<file path="src/rtl/u2a_pkg.sv">
// ---------------------------------------------------------------------------
// u2a_pkg
// Shared types, codes and character helpers for the integer-to-ASCII block.
// ---------------------------------------------------------------------------
package u2a_pkg;

    localparam int VALUE_W    = 32;
    localparam int BCD_DIGITS = 10;
    localparam int BCD_W      = 4 * BCD_DIGITS;
    localparam int PREC_W     = 7;
    localparam int POS_W      = 6;
    localparam int CNT_W      = 6;

    // Conversion selector codes.
    localparam logic [1:0] CMD_DEC       = 2'd0;
    localparam logic [1:0] CMD_HEX_LOWER = 2'd1;
    localparam logic [1:0] CMD_HEX_UPPER = 2'd2;
    localparam logic [1:0] CMD_NONE      = 2'd3;

    localparam logic [7:0] ASCII_ZERO    = 8'd48;
    localparam logic [7:0] ASCII_LOWER_A = 8'd97;
    localparam logic [7:0] ASCII_UPPER_A = 8'd65;

    typedef enum logic [1:0] {
        ST_IDLE,
        ST_CONV,
        ST_LEN,
        ST_EMIT
    } state_t;

    // Maps one digit to its ASCII character for the given selector.
    function automatic logic [7:0] digit_char(input logic [1:0] cmd, input logic [3:0] d);
        logic [7:0] d8;
        logic [7:0] ch;
        d8 = {4'b0000, d};
        case (cmd)
            CMD_DEC:       ch = ASCII_ZERO + d8;
            CMD_HEX_LOWER: ch = (d < 4'd10) ? ASCII_ZERO + d8 : ASCII_LOWER_A + d8 - 8'd10;
            CMD_HEX_UPPER: ch = (d < 4'd10) ? ASCII_ZERO + d8 : ASCII_UPPER_A + d8 - 8'd10;
            default:       ch = 8'd0;
        endcase
        return ch;
    endfunction

endpackage

</file>
<file path="src/rtl/u2a_dabble.sv">
// ---------------------------------------------------------------------------
// u2a_dabble
// Bit-serial binary to BCD converter (shift and add three), one bit a cycle.
// ---------------------------------------------------------------------------
module u2a_dabble
(
    input  logic                           clk,
    input  logic                           rst_n,
    input  logic                           start,
    input  logic [u2a_pkg::VALUE_W-1:0]    value,
    output logic                           done,
    output logic [u2a_pkg::BCD_W-1:0]      bcd
);

    logic [u2a_pkg::VALUE_W-1:0] val_reg;
    logic [u2a_pkg::VALUE_W-1:0] val_next;
    logic [u2a_pkg::BCD_W-1:0]   bcd_reg;
    logic [u2a_pkg::BCD_W-1:0]   bcd_next;
    logic [u2a_pkg::BCD_W-1:0]   bcd_adj;
    logic [u2a_pkg::CNT_W-1:0]   cnt_reg;
    logic [u2a_pkg::CNT_W-1:0]   cnt_next;
    logic                        done_reg;
    logic                        done_next;

    // Every BCD digit of five or more gets three added before the shift.
    always_comb
    begin
        for (int i = 0; i < u2a_pkg::BCD_DIGITS; i++)
        begin
            bcd_adj[4*i +: 4] = (bcd_reg[4*i +: 4] >= 4'd5) ?
                                bcd_reg[4*i +: 4] + 4'd3 : bcd_reg[4*i +: 4];
        end
    end

    always_comb
    begin
        val_next  = val_reg;
        bcd_next  = bcd_reg;
        cnt_next  = cnt_reg;
        done_next = 1'b0;
        if (start)
        begin
            val_next = value;
            bcd_next = '0;
            cnt_next = u2a_pkg::CNT_W'(u2a_pkg::VALUE_W);
        end
        else if (cnt_reg != '0)
        begin
            bcd_next  = {bcd_adj[u2a_pkg::BCD_W-2:0], val_reg[u2a_pkg::VALUE_W-1]};
            val_next  = {val_reg[u2a_pkg::VALUE_W-2:0], 1'b0};
            cnt_next  = cnt_reg - 1'b1;
            done_next = (cnt_reg == u2a_pkg::CNT_W'(1));
        end
    end

    always_ff @(posedge clk or negedge rst_n)
    begin
        if (!rst_n)
        begin
            cnt_reg  <= '0;
            done_reg <= 1'b0;
        end
        else
        begin
            cnt_reg  <= cnt_next;
            done_reg <= done_next;
        end
    end

    always_ff @(posedge clk)
    begin
        val_reg <= val_next;
        bcd_reg <= bcd_next;
    end

    assign done = done_reg;
    assign bcd  = bcd_reg;

endmodule

</file>
<file path="src/rtl/uint_to_ascii_digits_top.sv">
// ---------------------------------------------------------------------------
// uint_to_ascii_digits_top
// Formats a 32-bit unsigned value as decimal or hex ASCII digits.
// ---------------------------------------------------------------------------
// The slave side takes one beat per number: the value and precision in
// s_tdata and the conversion selector in s_tuser. The master side returns one
// beat per character, most significant digit first, with m_tlast on the final
// character of the run. A zero value with zero precision, or the unused
// selector, gives a single beat with m_tuser set and character zero.
// Digits are zero-padded on the left to the precision, which saturates at
// MAX_PRECISION (never above 63); a negative precision means no padding.
// Decimal input runs through a bit-serial BCD converter before its length is
// found; hex input skips the converter, and an empty result goes straight to
// the emit step. Characters leave one per cycle, each picked by its position
// from the digit register, while the receiver takes them.
// A new number is taken only after the last character of the previous one is
// in the output register. When the receiver stalls, the output register holds
// its beat and the character count pauses. Reset empties the output register
// and returns the control to idle.
// ---------------------------------------------------------------------------
module uint_to_ascii_digits_top
#(
    parameter int MAX_PRECISION = 63
)
(
    input  logic        clk,
    input  logic        rst_n,
    input  logic        s_tvalid,
    output logic        s_tready,
    input  logic [39:0] s_tdata,   // value [31:0], precision [38:32], zero fill [39]
    input  logic [1:0]  s_tuser,   // cmd [1:0]
    output logic        m_tvalid,
    input  logic        m_tready,
    output logic [7:0]  m_tdata,   // char_out [7:0]
    output logic        m_tlast,
    output logic        m_tuser    // empty_res [0]
);

    localparam logic [u2a_pkg::POS_W-1:0] PREC_CAP =
        u2a_pkg::POS_W'((MAX_PRECISION < 63) ? MAX_PRECISION : 63);

    u2a_pkg::state_t                 state_reg, state_next;
    logic [1:0]                      cmd_reg, cmd_next;
    logic [u2a_pkg::POS_W-1:0]       prec_reg, prec_next;
    logic                            empty_reg, empty_next;
    logic [u2a_pkg::POS_W-1:0]       pos_reg, pos_next;
    logic [u2a_pkg::BCD_W-1:0]       digit_reg, digit_next;
    logic                            m_tvalid_reg, m_tvalid_next;
    logic [7:0]                      m_tdata_reg, m_tdata_next;
    logic                            m_tlast_reg, m_tlast_next;
    logic                            m_tuser_reg, m_tuser_next;

    logic [u2a_pkg::VALUE_W-1:0]     in_value;
    logic [u2a_pkg::PREC_W-1:0]      in_prec;
    logic [u2a_pkg::POS_W-1:0]       in_prec_eff;
    logic                            in_empty;
    logic                            conv_start;
    logic                            conv_done;
    logic [u2a_pkg::BCD_W-1:0]       conv_bcd;
    logic [3:0]                      sig_digits;
    logic [3:0]                      cur_digit;
    logic [u2a_pkg::POS_W-1:0]       char_count;
    logic                            out_free;

    assign in_value = s_tdata[31:0];
    assign in_prec  = s_tdata[38:32];
    assign in_empty = (s_tuser == u2a_pkg::CMD_NONE) ||
                      ((in_prec == '0) && (in_value == '0));

    always_comb
    begin
        if (in_prec[u2a_pkg::PREC_W-1])
            in_prec_eff = '0;
        else if (in_prec[u2a_pkg::POS_W-1:0] > PREC_CAP)
            in_prec_eff = PREC_CAP;
        else
            in_prec_eff = in_prec[u2a_pkg::POS_W-1:0];
    end

    u2a_dabble u_dabble
    (
        .clk   (clk),
        .rst_n (rst_n),
        .start (conv_start),
        .value (in_value),
        .done  (conv_done),
        .bcd   (conv_bcd)
    );

    // Significant digits: position of the highest nonzero nibble, at least one.
    always_comb
    begin
        sig_digits = 4'd1;
        for (int i = 1; i < u2a_pkg::BCD_DIGITS; i++)
        begin
            if (digit_reg[4*i +: 4] != 4'd0)
                sig_digits = 4'(i + 1);
        end
    end

    // The digit that belongs to the current character position.
    always_comb
    begin
        cur_digit = 4'd0;
        for (int i = 0; i < u2a_pkg::BCD_DIGITS; i++)
        begin
            if (pos_reg == u2a_pkg::POS_W'(i))
                cur_digit = digit_reg[4*i +: 4];
        end
    end

    assign char_count = (prec_reg > {2'b00, sig_digits}) ? prec_reg : {2'b00, sig_digits};
    assign out_free   = !m_tvalid_reg || m_tready;
    assign s_tready   = (state_reg == u2a_pkg::ST_IDLE);

    always_comb
    begin
        state_next    = state_reg;
        cmd_next      = cmd_reg;
        prec_next     = prec_reg;
        empty_next    = empty_reg;
        pos_next      = pos_reg;
        digit_next    = digit_reg;
        m_tvalid_next = m_tvalid_reg && !m_tready;
        m_tdata_next  = m_tdata_reg;
        m_tlast_next  = m_tlast_reg;
        m_tuser_next  = m_tuser_reg;
        conv_start    = 1'b0;

        case (state_reg)
            u2a_pkg::ST_IDLE:
            begin
                if (s_tvalid)
                begin
                    cmd_next   = s_tuser;
                    prec_next  = in_prec_eff;
                    empty_next = in_empty;
                    if (in_empty)
                    begin
                        pos_next   = '0;
                        state_next = u2a_pkg::ST_EMIT;
                    end
                    else if (s_tuser == u2a_pkg::CMD_DEC)
                    begin
                        conv_start = 1'b1;
                        state_next = u2a_pkg::ST_CONV;
                    end
                    else
                    begin
                        digit_next = {{(u2a_pkg::BCD_W-u2a_pkg::VALUE_W){1'b0}}, in_value};
                        state_next = u2a_pkg::ST_LEN;
                    end
                end
            end

            u2a_pkg::ST_CONV:
            begin
                if (conv_done)
                begin
                    digit_next = conv_bcd;
                    state_next = u2a_pkg::ST_LEN;
                end
            end

            u2a_pkg::ST_LEN:
            begin
                pos_next   = char_count - 1'b1;
                state_next = u2a_pkg::ST_EMIT;
            end

            u2a_pkg::ST_EMIT:
            begin
                if (out_free)
                begin
                    m_tvalid_next = 1'b1;
                    m_tlast_next  = (pos_reg == '0);
                    m_tuser_next  = empty_reg;
                    if (empty_reg)
                        m_tdata_next = 8'd0;
                    else if (pos_reg >= u2a_pkg::POS_W'(u2a_pkg::BCD_DIGITS))
                        m_tdata_next = u2a_pkg::ASCII_ZERO;
                    else
                        m_tdata_next = u2a_pkg::digit_char(cmd_reg, cur_digit);
                    if (pos_reg == '0)
                        state_next = u2a_pkg::ST_IDLE;
                    else
                        pos_next = pos_reg - 1'b1;
                end
            end

            default:
            begin
                state_next = u2a_pkg::ST_IDLE;
            end
        endcase
    end

    always_ff @(posedge clk or negedge rst_n)
    begin
        if (!rst_n)
        begin
            state_reg    <= u2a_pkg::ST_IDLE;
            m_tvalid_reg <= 1'b0;
        end
        else
        begin
            state_reg    <= state_next;
            m_tvalid_reg <= m_tvalid_next;
        end
    end

    always_ff @(posedge clk)
    begin
        cmd_reg     <= cmd_next;
        prec_reg    <= prec_next;
        empty_reg   <= empty_next;
        pos_reg     <= pos_next;
        digit_reg   <= digit_next;
        m_tdata_reg <= m_tdata_next;
        m_tlast_reg <= m_tlast_next;
        m_tuser_reg <= m_tuser_next;
    end

    assign m_tvalid = m_tvalid_reg;
    assign m_tdata  = m_tdata_reg;
    assign m_tlast  = m_tlast_reg;
    assign m_tuser  = m_tuser_reg;

endmodule

</file>
<file path="config.mk">
export PLATFORM = sky130hd
export DESIGN_NAME = uint_to_ascii_digits_top
export DESIGN_NICKNAME = d
export VERILOG_FILES = /design/src/rtl/u2a_pkg.sv /design/src/rtl/u2a_dabble.sv /design/src/rtl/uint_to_ascii_digits_top.sv
export SDC_FILE = /design/constraint.sdc
export NUM_CORES = 1
export LEC_CHECK = 0
export ABC_AREA = 1
export BUFFER_PORTS_ARGS = -buffer_cell sky130_fd_sc_hd__buf_2
export CAP_MARGIN = 0
export CORE_ASPECT_RATIO = 0.7
export CORE_MARGIN = 4
export CORE_UTILIZATION = 42
export DETAILED_ROUTE_END_ITERATION = 8
export SETUP_SLACK_MARGIN = 0.3
export SLEW_MARGIN = 20
export SYNTH_ARGS = -nofsm -noshare
export SYNTH_HDL_FRONTEND = slang
export SYNTH_SLANG_ARGS = --single-unit
</file>
<file path="constraint.sdc">
create_clock -name clk -period 6.25 [get_ports clk]
set_input_delay 0.625 -clock clk [delete_from_list [all_inputs] [get_ports clk]]
set_output_delay 0.625 -clock clk [all_outputs]
set_load 0.02 [all_outputs]
</file>
Word-level counts from Yosys, hierarchy flattened
Cells that the tools add are included.
{"block": "word_totals", "inputBits": 46, "regBits": 147, "elab_cells": 166, "out_inout_bits": 12}
{"block": "op_classes", "reduce_logical": 31, "magnitude_cmp": 14, "add_sub_neg": 18, "n_eq_ne": 24, "muxes": 64}
{"op": "40-bit two-way mux", "n": 4}
{"op": "4-bit two-way mux", "n": 27}
{"op": "40-bit case mux with 2 select lines", "n": 1}
{"op": "32-bit two-way mux", "n": 2}
{"op": "6-bit two-way mux", "n": 9}
{"op": "4-bit by 3-bit >= comparator with 1-bit output (second input constant)", "n": 10}
{"op": "4-bit by 2-bit adder with 4-bit output (second input constant)", "n": 9}
{"op": "4-bit nonzero test", "n": 9}
{"op": "32-bit logical NOT", "n": 1}
{"op": "6-bit by 3-bit equality test with 1-bit output (second input constant)", "n": 4}
{"op": "8-bit case mux with 3 select lines", "n": 1}
{"op": "6-bit case mux with 3 select lines", "n": 1}
{"op": "6-bit by 1-bit subtractor with 6-bit output (second input constant)", "n": 3}
{"op": "7-bit by 4-bit adder with 8-bit output (first input constant)", "n": 2}
{"op": "8-bit two-way mux", "n": 2}
{"op": "8-bit by 4-bit subtractor with 8-bit output (second input constant)", "n": 2}
{"op": "2-bit two-way mux", "n": 7}
{"op": "6-bit by 1-bit equality test with 1-bit output (second input constant)", "n": 2}
{"op": "6-bit by 2-bit equality test with 1-bit output (second input constant)", "n": 2}
{"op": "6-bit by 4-bit equality test with 1-bit output (second input constant)", "n": 2}
{"op": "2-bit != test (second input constant)", "n": 6}
{"op": "5-bit AND reduction", "n": 2}
{"op": "2-bit equality test (second input constant)", "n": 4}
{"op": "1-bit two-way mux", "n": 8}
{"op": "22 further kinds", "n": 31}

Depth between registers and ports, before layout
Gate-level depths: netlist of run 1.
{"block": "logic_depth", "word_depth": 16, "depth_mapped": 21, "ltp_nobuf": 21}

Cells and area by module
From an unflattened synthesis of run 1, not the netlist that was laid out.
{"block": "unflattened", "hier_cells": 1067, "hier_area_um2": 8308.0}
{"mod": "uint_to_ascii_digits_top", "n_inst": 1, "area_each_um2": 4275.4, "seq_area_each_um2": 1996.9, "cells_each": 540}
{"mod": "u2a_dabble", "n_inst": 1, "area_each_um2": 4032.6, "seq_area_each_um2": 1936.9, "cells_each": 527}

Worst setup path after synthesis of run 1
No wires, ideal clock.
{"block": "synth_path", "path_kind": "input port to flip-flop", "startpoint": "input s_tdata[10]", "endpoint": "register digit_reg[0] (netlist bit), enable pin", "path_stages": 8, "slack_ns": 2.821, "arrival_ns": 2.992, "path_buffers": 0, "required_ns": 5.813, "setup_ns": 0.437, "path_cell_list": "inv_1 nand4_1 nor4_1 nand4_1 o21ai_0 a21oi_1 o211ai_1 nor2_1"}
{"block": "synth_between", "elab_chain_cells": 5}
{"element": "start: declaration", "line_no": "uint_to_ascii_digits_top.sv:30", "text": "input logic [39:0] s_tdata,"}
{"element": "32-bit logical NOT", "line_no": "uint_to_ascii_digits_top.sv:68", "text": "((in_prec == '0) && (in_value == '0));"}
{"element": "1-bit logical AND", "line_no": "uint_to_ascii_digits_top.sv:68"}
{"element": "1-bit logical OR", "line_no": "uint_to_ascii_digits_top.sv:67", "text": "assign in_empty = (s_tuser == u2a_pkg::CMD_NONE) ||"}
{"element": "named net in_empty", "line_no": "uint_to_ascii_digits_top.sv:56", "text": "logic in_empty;"}
{"element": "2-bit != test (no source line)"}
{"element": "5-bit AND reduction (no source line)"}
{"element": "end signal: assignment", "line_no": "uint_to_ascii_digits_top.sv:218", "text": "digit_reg <= digit_next;"}
{"element": "end: declaration", "line_no": "uint_to_ascii_digits_top.sv:47", "text": "logic [u2a_pkg::BCD_W-1:0] digit_reg, digit_next;"}
The timed path passes the listed nets, and every way through them passes these cells.
A chain may end at the register's enable or synchronous reset.

Final worst setup path of run 1
{"block": "layout_path", "startpoint": "input s_tdata[19]", "endpoint": "register u_dabble.val_reg[8] (netlist bit), enable pin"}
{"block": "layout_between", "elab_chain_cells": 7}
{"element": "32-bit logical NOT", "line_no": "uint_to_ascii_digits_top.sv:68"}
{"element": "1-bit logical AND", "line_no": "uint_to_ascii_digits_top.sv:68"}
{"element": "1-bit logical OR", "line_no": "uint_to_ascii_digits_top.sv:67"}
{"element": "1-bit two-way mux", "line_no": "uint_to_ascii_digits_top.sv:138", "text": "if (in_empty)"}
{"element": "1-bit two-way mux", "line_no": "uint_to_ascii_digits_top.sv:133", "text": "if (s_tvalid)"}
{"element": "1-bit two-way mux", "line_no": "uint_to_ascii_digits_top.sv:130", "text": "case (state_reg)"}
{"element": "2-bit nonzero test (no source line)"}
{"element": "end signal: assignment", "line_no": "u2a_dabble.sv:72", "text": "val_reg <= val_next;"}
{"element": "end: declaration", "line_no": "u2a_dabble.sv:15", "text": "logic [u2a_pkg::VALUE_W-1:0] val_reg;"}
Every way passes these cells.

==> summary.txt, run 1 <==
CTS
  – CTS root buffer: clkbuf_16
  – Clock-pin transition on the worst setup and hold timing paths: about 0.060 ns
  – CTS Sinks: 146
  – Resize count post-CTS: 0
  – CTS H-tree depth: 4
  – Postcts setup bufs: 0
  – Cts bufs inserted: 17
  – Clk_lat worst skew: approximately 0.43 ns
  – Clk buf depth: 2
  – TritonCTS clock tree: yes
  – Hold buffers post-CTS: 0

Detailed routing
  – Drt first pass iters: 5
  – WL per Instance: 13.68 um
  – Via-to-Cell Ratio: 4.867
  – Detailed Route WL: approximately 19000 um
  – Antenna-violating nets left: 0
  – Drt initial violations: 565
  – DRC viols: 0
  – Overall via count from detail_route: 6614

Hold path
  – Worst hold path type: in2async

Job
  – Max-cap violations: 0

Synth
  – Yosys reg bits: 146
  – Cells after synthesis: 1032
  – Post-synth EDFFs: 96
  – Count of cell types in the netlist: 47
  – Synthesized cell area: 0.008250 sq mm
  – Sequential share of the synthesized area: 0.4768
  – Top_reg_cell synth: edfxtp_1
  – Mapped Nets: around 1100
  – Synth warnings: 0
  – Post-synth ARST share: 0.06849
  – Syn Area/Cell: between 7 and 8 sq um

Floorplan
  – Starting Density: 0.4325
  – Die height: 125.3 um
  – Core area: between 0.015 and 0.02 sq mm
  – Die X: 175.5 um
  – DIE AREA: approximately 0.022 sq mm
  – Site Rows: 42
  – Ports: 58

GRT
  – Total GRT Usage: 0.1758
  – Global route overflow: 0
  – Largest net degree at the start of global routing: 76
  – First-pass GRT wire length: 31240 um
  – Initial antenna violation count: 0
  – Vias in the first global route: 6108

Timing
  – Hold Fails Final Rpt: 0
  – Final setup margin: roughly 2.8 ns
  – Total negative slack: 0 ns
  – Final setup viols: 0
  – Max Slew Vio Count: 0
  – Worst relative slew slack: 0.3462
  – Final period demand of the worst path: 3.466 ns
  – RSZ-0062 raised after global routing: false
  – Worst-Margin Slew: 0.9806 ns
  – FMAX: 288.5 MHz
  – Worst hold slack: 0.08467 ns
  – Worst Skew: approximately 0.011 ns
  – Period utilization: 0.5546

Layout
  – Final nets: 1165
  – Area growth, synth to finish: 13.68%
  – Fillers: 1889
  – Layout cells sized above 1: 0.1087
  – Final instance area: 0.009379 sq mm
  – Multi-input gate area: 0.003481 sq mm
  – Seq. cell area: 0.003934 sq mm
  – # diodes: 0
  – Most common cell after layout, fill and taps aside: nand2_1
  – Final design utilization: 0.4917
  – Most frequent cells in the layout: nand2_1, inv_1, nor2_1
  – Finished Layout Cells: 1359

Worst setup path
  – Worst r2r src: digit_reg[5]
  – Crit. Startpoint: s_tdata[19]
  – Startpoint Class: input port
  – Worst Path Arrival: 3.62 ns
  – Endpoint type of the worst setup path: register
  – Worst Reg-to-Reg Cells: 16
  – RR Endpoint: pos_reg[4]
  – CP Max Fanout: 55
  – R2R Setup Slk: ~2.9 ns
  – CP Data Required Time: 6.40 ns
  – Crit Path Class: in2reg

Placement
  – Place WS: 2.386 ns
  – Placer Congestion: 0.8492
  – Number of I/O port buffers: between 50 and 60
  – DPL Wire Length: 13390 um
  – Placed Cells incl. Taps: 1327
  – Area after DPL: 0.008823 sq mm

Power
  – Design Power: 5.010 mW
  – Pwr per Cell Area: 534.1 mW/mm^2
  – Pleak: 4.487 nW
  – Peak VDD IR: between 0.2 and 0.3 mV

Outcome
  – Status: completed
-- critical path, stage by stage --
cell,delay (ns)
buf_2,0.10
inv_1,0.10
nand4_1,0.14
nor4_1,0.77
nand4_1,0.38
nand3_4,0.54
nand2_1,0.53
buf_4,0.39
-- metal layers --
layer  global-route usage  part of all wire  vias to the layer above
li1                     -                 -                     3467
met3              0.04466             0.049                       11
met5                    0                 0                        -
met2               0.2361              0.39                      158
met4              0.03071            0.0065                        0
met1               0.2849              0.55                     2978
-- worst max-delay path by stage --
stage | endpoint | slack [ns]
floorplan | digit_reg[0] | 2.82
global placement | u_dabble.val_reg[2] | 2.43
detailed placement | u_dabble.val_reg[2] | 2.39
CTS | u_dabble.val_reg[8] | 2.80
global route | u_dabble.val_reg[8] | 2.48
finish | u_dabble.val_reg[8] | 2.78
-- synth_stat cells, types with 4 or more instances --
cell type,instances,area [sq um]
inv_1,192,720.7
nand3b_1,4,30.03
dfxtp_1,40,800.8
nand2_2,6,37.54
nand4_1,14,87.58
nand2_1,226,848.3
ha_1,37,462.9
nand3_1,44,220.2
nor4_1,5,31.28
o22ai_1,11,68.82
nor3_1,7,35.03
a21oi_1,41,205.2
edfxtp_1,96,2883
o21ai_0,93,465.5
nor2_1,103,386.6
o211ai_1,32,240.2
clkbuf_1,23,86.33
dfrtp_1,10,250.2
-- power breakdown --
part / switching [mW] / internal (mW)
Combinational: 1.33 / 0.764
Sequential: 0.324 / 1.63
Clock: 0.407 / 0.559
Total: 2.06 / 2.95
-- cell type report --
class,instances,share of cell area
Clock inverter,12,0.01161
Sequential cell,146,0.4194
Timing Repair Buffer,61,0.03629
Clock buffer,20,0.04763
Multi-Input combinational cell,660,0.3711
Inverter,196,0.07871
Tap cell,264,0.03522
-- cells by family (layout without fill, tap and decap cells) --
group	after synthesis	in the layout	share of synthesized area
flops	146	146	0.4768
compound gates	193	193	0.1356
xor+xnor	5	5	0.005309
simple gates	424	424	0.2217
buf+inv	226	289	0.1040
other cells	1	1	0.0004545
fa+ha+maj	37	37	0.05611
(Power assumes the default switching activity.)
==> run 2, diff against run 1 <==
==> constraint.sdc (replaced) <==
create_clock -name clk -period 3.58 [get_ports clk]
set_input_delay 0.358 -clock clk [delete_from_list [all_inputs] [get_ports clk]]
set_output_delay 0.358 -clock clk [all_outputs]
set_load 0.02 [all_outputs]
==> summary.txt, run 2 (same netlist as run 1, synthesis figures left out) <==
Worst setup path
  – Worst Reg-to-Reg Cells: 15
  – R2R Setup Slk: roughly 0.52 ns
  – CP Data Required Time: 3.82 ns
  – Crit Path Class: reg2reg
  – Critical Path End: pos_reg[4]
  – Endpoint type of the worst setup path: register
  – RR Endpoint: pos_reg[4]
  – Worst r2r src: digit_reg[4]
  – Startpoint Class: register
  – CP Max Fanout: 7
  – Worst Path Arrival: 3.30 ns
  – Crit. Startpoint: digit_reg[4]

CTS
  – Clk buf depth: 2
  – CTS H-tree depth: 4
  – CTS Sinks: 146
  – TritonCTS clock tree: yes
  – CTS root buffer: clkbuf_16
  – Clock-pin transition on the worst setup and hold timing paths: 0.06 ns
  – Clk_lat worst skew: about 0.42 ns
  – Postcts setup bufs: 0
  – Cts bufs inserted: 17

Placement
  – DPL Wire Length: around 14000 um
  – Placer Congestion: around 0.82
  – Placed Cells incl. Taps: 1331
  – Number of I/O port buffers: 55

Timing
  – Worst hold slack: approximately 0.15 ns
  – RSZ-0062 raised after global routing: false
  – Hold Fails Final Rpt: 0
  – FMAX: 327.0 MHz
  – Final setup viols: 0
  – Max Slew Vio Count: 0
  – Final period demand of the worst path: between 3 and 4 ns
  – Worst relative slew slack: 0.3453
  – Worst-Margin Slew: 0.9820 ns
  – Worst Skew: 0.009062 ns
  – Total negative slack: 0 ns
  – Period utilization: 0.8542

Layout
  – Final nets: approximately 1200
  – Most frequent cells in the layout: nand2_1, inv_1, nor2_1
  – # diodes: 0
  – Area growth, synth to finish: 15.07%
  – Most common cell after layout, fill and taps aside: nand2_1
  – Final design utilization: 0.4977
  – Finished Layout Cells: 1365
  – Layout cells sized above 1: 0.1126

Detailed routing
  – Via-to-Cell Ratio: 4.889
  – WL per Instance: 13.84 um
  – Drt initial violations: 538
  – Drt first pass iters: 5
  – Antenna-violating nets left: 0
  – Overall via count from detail_route: around 6700
  – DRC viols: 0
  – Detailed Route WL: 18890 um

Floorplan
  – Die X: 175.5 um
  – Ports: between 50 and 60
  – Core area: approximately 0.019 sq mm
  – Die height: 125.3 um
  – Site Rows: 42
  – Starting Density: 0.4325
  – DIE AREA: roughly 0.022 sq mm

GRT
  – Largest net degree at the start of global routing: between 70 and 80
  – Vias in the first global route: 6064
  – First-pass GRT wire length: 30990 um
  – Total GRT Usage: 0.1748
  – Global route overflow: 0
  – Initial antenna violation count: 0

Power
  – Design Power: 8.883 mW
  – Peak VDD IR: roughly 0.34 mV
  – Pwr per Cell Area: 935.6 mW/mm^2
  – Pleak: 4.536 nW

Outcome
  – Status: completed

Job
  – Max-cap violations: 0

Hold path
  – Worst hold path type: in2reg
[run 2: final cells by class]
| cell class | count | area, sq um |
|---|---|---|
| Clock buffer | 20 | 446.7 |
| Tap cell | 264 | 330.3 |
| Multi-Input combinational cell | 660 | 3501 |
| Timing Repair Buffer | 67 | 405.4 |
| Clock inverter | 12 | 138.9 |
| Sequential cell | 146 | 3934 |
| Fill cell | 1819 | 9582 |
| Inverter | 196 | 738.2 |
[run 2: worst min-delay path by stage]
stage / startpoint / to / slack, ns / depth (start not counted)
final: s_tuser[0] / cmd_reg[0] / 0.15 / 1
after global routing: s_tuser[0] / cmd_reg[0] / 0.14 / 1
after CTS: s_tuser[0] / cmd_reg[0] / 0.14 / 1
after detailed placement: rst_n / u_dabble.cnt_reg[1] / 0.25 / 1
after global placement: rst_n / u_dabble.cnt_reg[1] / 0.25 / 1
after floorplan: rst_n / m_tvalid / 0.06 / 0
[run 2: power breakdown]
group | internal [mW] | switching (mW) | leakage (nW) | total, mW
sequential | 2.85 | 0.591 | 1.43 | 3.44
clock | 1.10 | 0.681 | 0.278 | 1.78
combinational | 1.34 | 2.32 | 2.83 | 3.66
[run 2: worst max-delay path: stages (launching register included)]
cell,delay [ns]
edfxtp_1,0.44
nor4_4,0.37
nand2_1,0.08
nand2_1,0.06
nand2_1,0.05
a21oi_1,0.22
ha_1,0.29
a21oi_1,0.16
o211ai_1,0.10
nand2_1,0.19
nand2_1,0.08
nand2_1,0.11
inv_1,0.10
ha_1,0.24
and3_1,0.17
o31ai_1,0.21
[run 2: metrics by stage]
stage	area (sq um)	setup slack, ns
floorplan	8253	0.7580
global route	9494	0.2935
detailed placement	8859	0.4039
CTS	9454	0.3743
global placement	8859	0.4536
finish	9494	0.5220
[run 2: metal layers]
| layer | track usage | wire length [um] | vias up |
|---|---|---|---|
| met2 | 0.2409 | 7455 | 176 |
| met3 | 0.04496 | 1261 | 11 |
| met4 | 0.03575 | 136 | 0 |
| met5 | 0 | 0 | - |
| li1 | - | - | 3476 |
| met1 | 0.2758 | 10030 | 3010 |
[run 2: what timing repair did]
| item | CTS | global route |
|---|---|---|
| resized for setup | 0 | 4 |
| hold endpoints to repair | 10 | 0 |
| endpoints found under the setup margin | 0 | 4 |
| hold buffers | 1 | 0 |
==> run 3, diff against run 2 <==
==> constraint.sdc (replaced) <==
create_clock -name clk -period 3.7 [get_ports clk]
set_input_delay 0.37 -clock clk [delete_from_list [all_inputs] [get_ports clk]]
set_output_delay 0.37 -clock clk [all_outputs]
set_load 0.02 [all_outputs]
==> summary.txt, run 3 (same netlist as run 1, synthesis figures left out) <==
Layout
  – Seq. cell area: 0.003934 sq mm
  – Layout cells sized above 1: 0.1162
  – Most common cell after layout, fill and taps aside: nand2_1
  – Finished Layout Cells: about 1400
  – # diodes: 0
  – Fillers: around 1800
  – Final nets: 1172
  – Final design utilization: 0.5031
  – Multi-input gate area: 0.003496 sq mm
  – Most frequent cells in the layout: nand2_1, inv_1, nor2_1
  – Area growth, synth to finish: 16.32%

Power
  – Sw Share: 0.3925
  – Internal: 5.431 mW
  – NetSw: around 3.5 mW
  – Pleak: 4.599 nW
  – Seq pwr share: 0.372
  – Design Power: 8.939 mW
  – Clock power frac: 0.234
  – Combinational fraction of design power: 0.393
  – Peak VDD IR: just under 0.4 mV
  – Pwr per Cell Area: a little over 900 mW/mm^2

Detailed routing
  – Overall via count from detail_route: 6627
  – DRC viols: 0
  – Detailed Route WL: 19120 um
  – Via-to-Cell Ratio: slightly below 5
  – Drt initial violations: ~540
  – Drt first pass iters: 5
  – WL per Instance: 14.00 um
  – Antenna-violating nets left: 0

Timing
  – Worst hold slack: 0.1619 ns
  – Period utilization: 0.8288
  – Total negative slack: 0 ns
  – Worst-Margin Slew: 0.9720 ns
  – RSZ-0062 raised after global routing: false
  – Max Slew Vio Count: 0
  – Hold Fails Final Rpt: 0
  – Worst relative slew slack: 0.3520
  – Final period demand of the worst path: 3.066 ns
  – FMAX: 326.1 MHz
  – Worst Skew: 0.009683 ns
  – Final setup viols: 0

GRT
  – Total GRT Usage: 0.1800
  – Largest net degree at the start of global routing: 73
  – Global route overflow: 0
  – Initial antenna violation count: 0
  – Vias in the first global route: ~6100
  – First-pass GRT wire length: 31670 um

Worst setup path
  – Crit Path Class: reg2reg
  – Worst r2r src: digit_reg[4]
  – CP Data Required Time: 3.87 ns
  – Endpoint type of the worst setup path: register
  – Worst Reg-to-Reg Cells: 16
  – Startpoint Class: register
  – Worst Path Arrival: 3.24 ns
  – CP Max Fanout: 7
  – RR Endpoint: pos_reg[5]
  – R2R Setup Slk: 0.63 ns

Job
  – Max-cap violations: 0

Outcome
  – Status: completed

CTS
  – Clock-pin transition on the worst setup and hold timing paths: 0.06 ns
  – Clk buf depth: 2
  – Cts bufs inserted: 17
  – TritonCTS clock tree: yes
  – CTS root buffer: clkbuf_16
  – CTS Sinks: 146
  – CTS H-tree depth: 4
  – Clk_lat worst skew: 0.44 ns

Floorplan
  – Site Rows: 42
  – DIE AREA: around 0.022 sq mm
  – Die X: 175.5 um
  – Ports: 58
  – Core area: 0.01908 sq mm
  – Die height: between 100 and 150 um
  – Starting Density: 0.4325

Placement
  – Placed Cells incl. Taps: roughly 1300
  – DPL Wire Length: 13740 um
  – Placer Congestion: roughly 0.82
  – Number of I/O port buffers: 55

Hold path
  – Hold EP: cmd_reg[0]
  – Worst hold path type: in2reg
  – HP Start: s_tuser[0]
  – Hold-critical path depth: 1
-- run 3: cell types whose count changed in the layout (fill, tap and decap cells not counted), sizes merged --
cell and delta:
clkbuf -2, inv +2, buf +1, bufinv +5, clkinvlp -3, clkinv -2
-- run 3: final cells by class --
class | count | area share
timing repair buffer | 68 | 0.04042
multi-input combinational | 660 | 0.3643
sequential | 146 | 0.4099
clock buffer | 18 | 0.04472
clock inverter | 14 | 0.02934
inverter | 196 | 0.07692
tap | 264 | 0.03442
-- run 3: worst max-delay path by stage --
stage,endpoint,startpoint,slack (ns),cells past startpoint
global route,pos_reg[4],digit_reg[4],0.37,15
finish,pos_reg[5],digit_reg[4],0.63,16
detailed placement,pos_reg[5],digit_reg[5],0.51,16
floorplan,digit_reg[0],state_reg[0],0.37,7
CTS,pos_reg[5],digit_reg[4],0.50,16
global placement,pos_reg[5],digit_reg[4],0.56,16
-- run 3: routing by layer --
layer / vias to the layer above / track usage / wire length, um
met3: 16 / 0.04526 / 838
li1: 3475 / - / -
met4: 0 / 0.04354 / 193
met1: 3019 / 0.2830 / 10480
met5: - / 0 / 0
met2: 117 / 0.2464 / 7611
-- run 3: per-stage QoR --
stage,cell area (sq um),setup slack (ns)
2_1_floorplan,8250,0.3723
3_3_place_gp,8861,0.5636
3_5_place_dp,8861,0.5133
4_1_cts,9582,0.4954
5_1_grt,9597,0.3668
6_report,9597,0.6335
-- run 3: power by group through the flow --
stage / Combinational (mW) / Sequential, mW / Clock (mW)
floorplan: 2.70 / 3.22 / 0
global placement: 3.43 / 3.32 / 0
detailed placement: 3.49 / 3.33 / 0
CTS: 3.52 / 3.31 / 2.13
global route: 4.11 / 3.43 / 2.21
finish: 3.51 / 3.33 / 2.09
-- run 3: repair_timing --
| item | CTS | global route |
|---|---|---|
| setup endpoints to repair | 0 | 3 |
| hold buffers | 1 | 0 |
| resized for setup | 0 | 3 |
| endpoints found under the hold margin | 10 | 0 |
| setup buffers | 0 | 0 |
-- run 3: worst max-delay path, cell delays in order (launching register included) --
cell and delay [ns]:
edfxtp_1 0.44, nor4_4 0.41, nand2_1 0.09, nand2_1 0.07
nand2_1 0.06, a21oi_1 0.21, ha_1 0.28, a21oi_1 0.15
o211ai_1 0.09, nand2_1 0.18, nand2_1 0.07, o21ai_0 0.14
nand2_1 0.12, nor3_1 0.23, nand3_1 0.12, nand2_1 0.07
o21ai_0 0.08
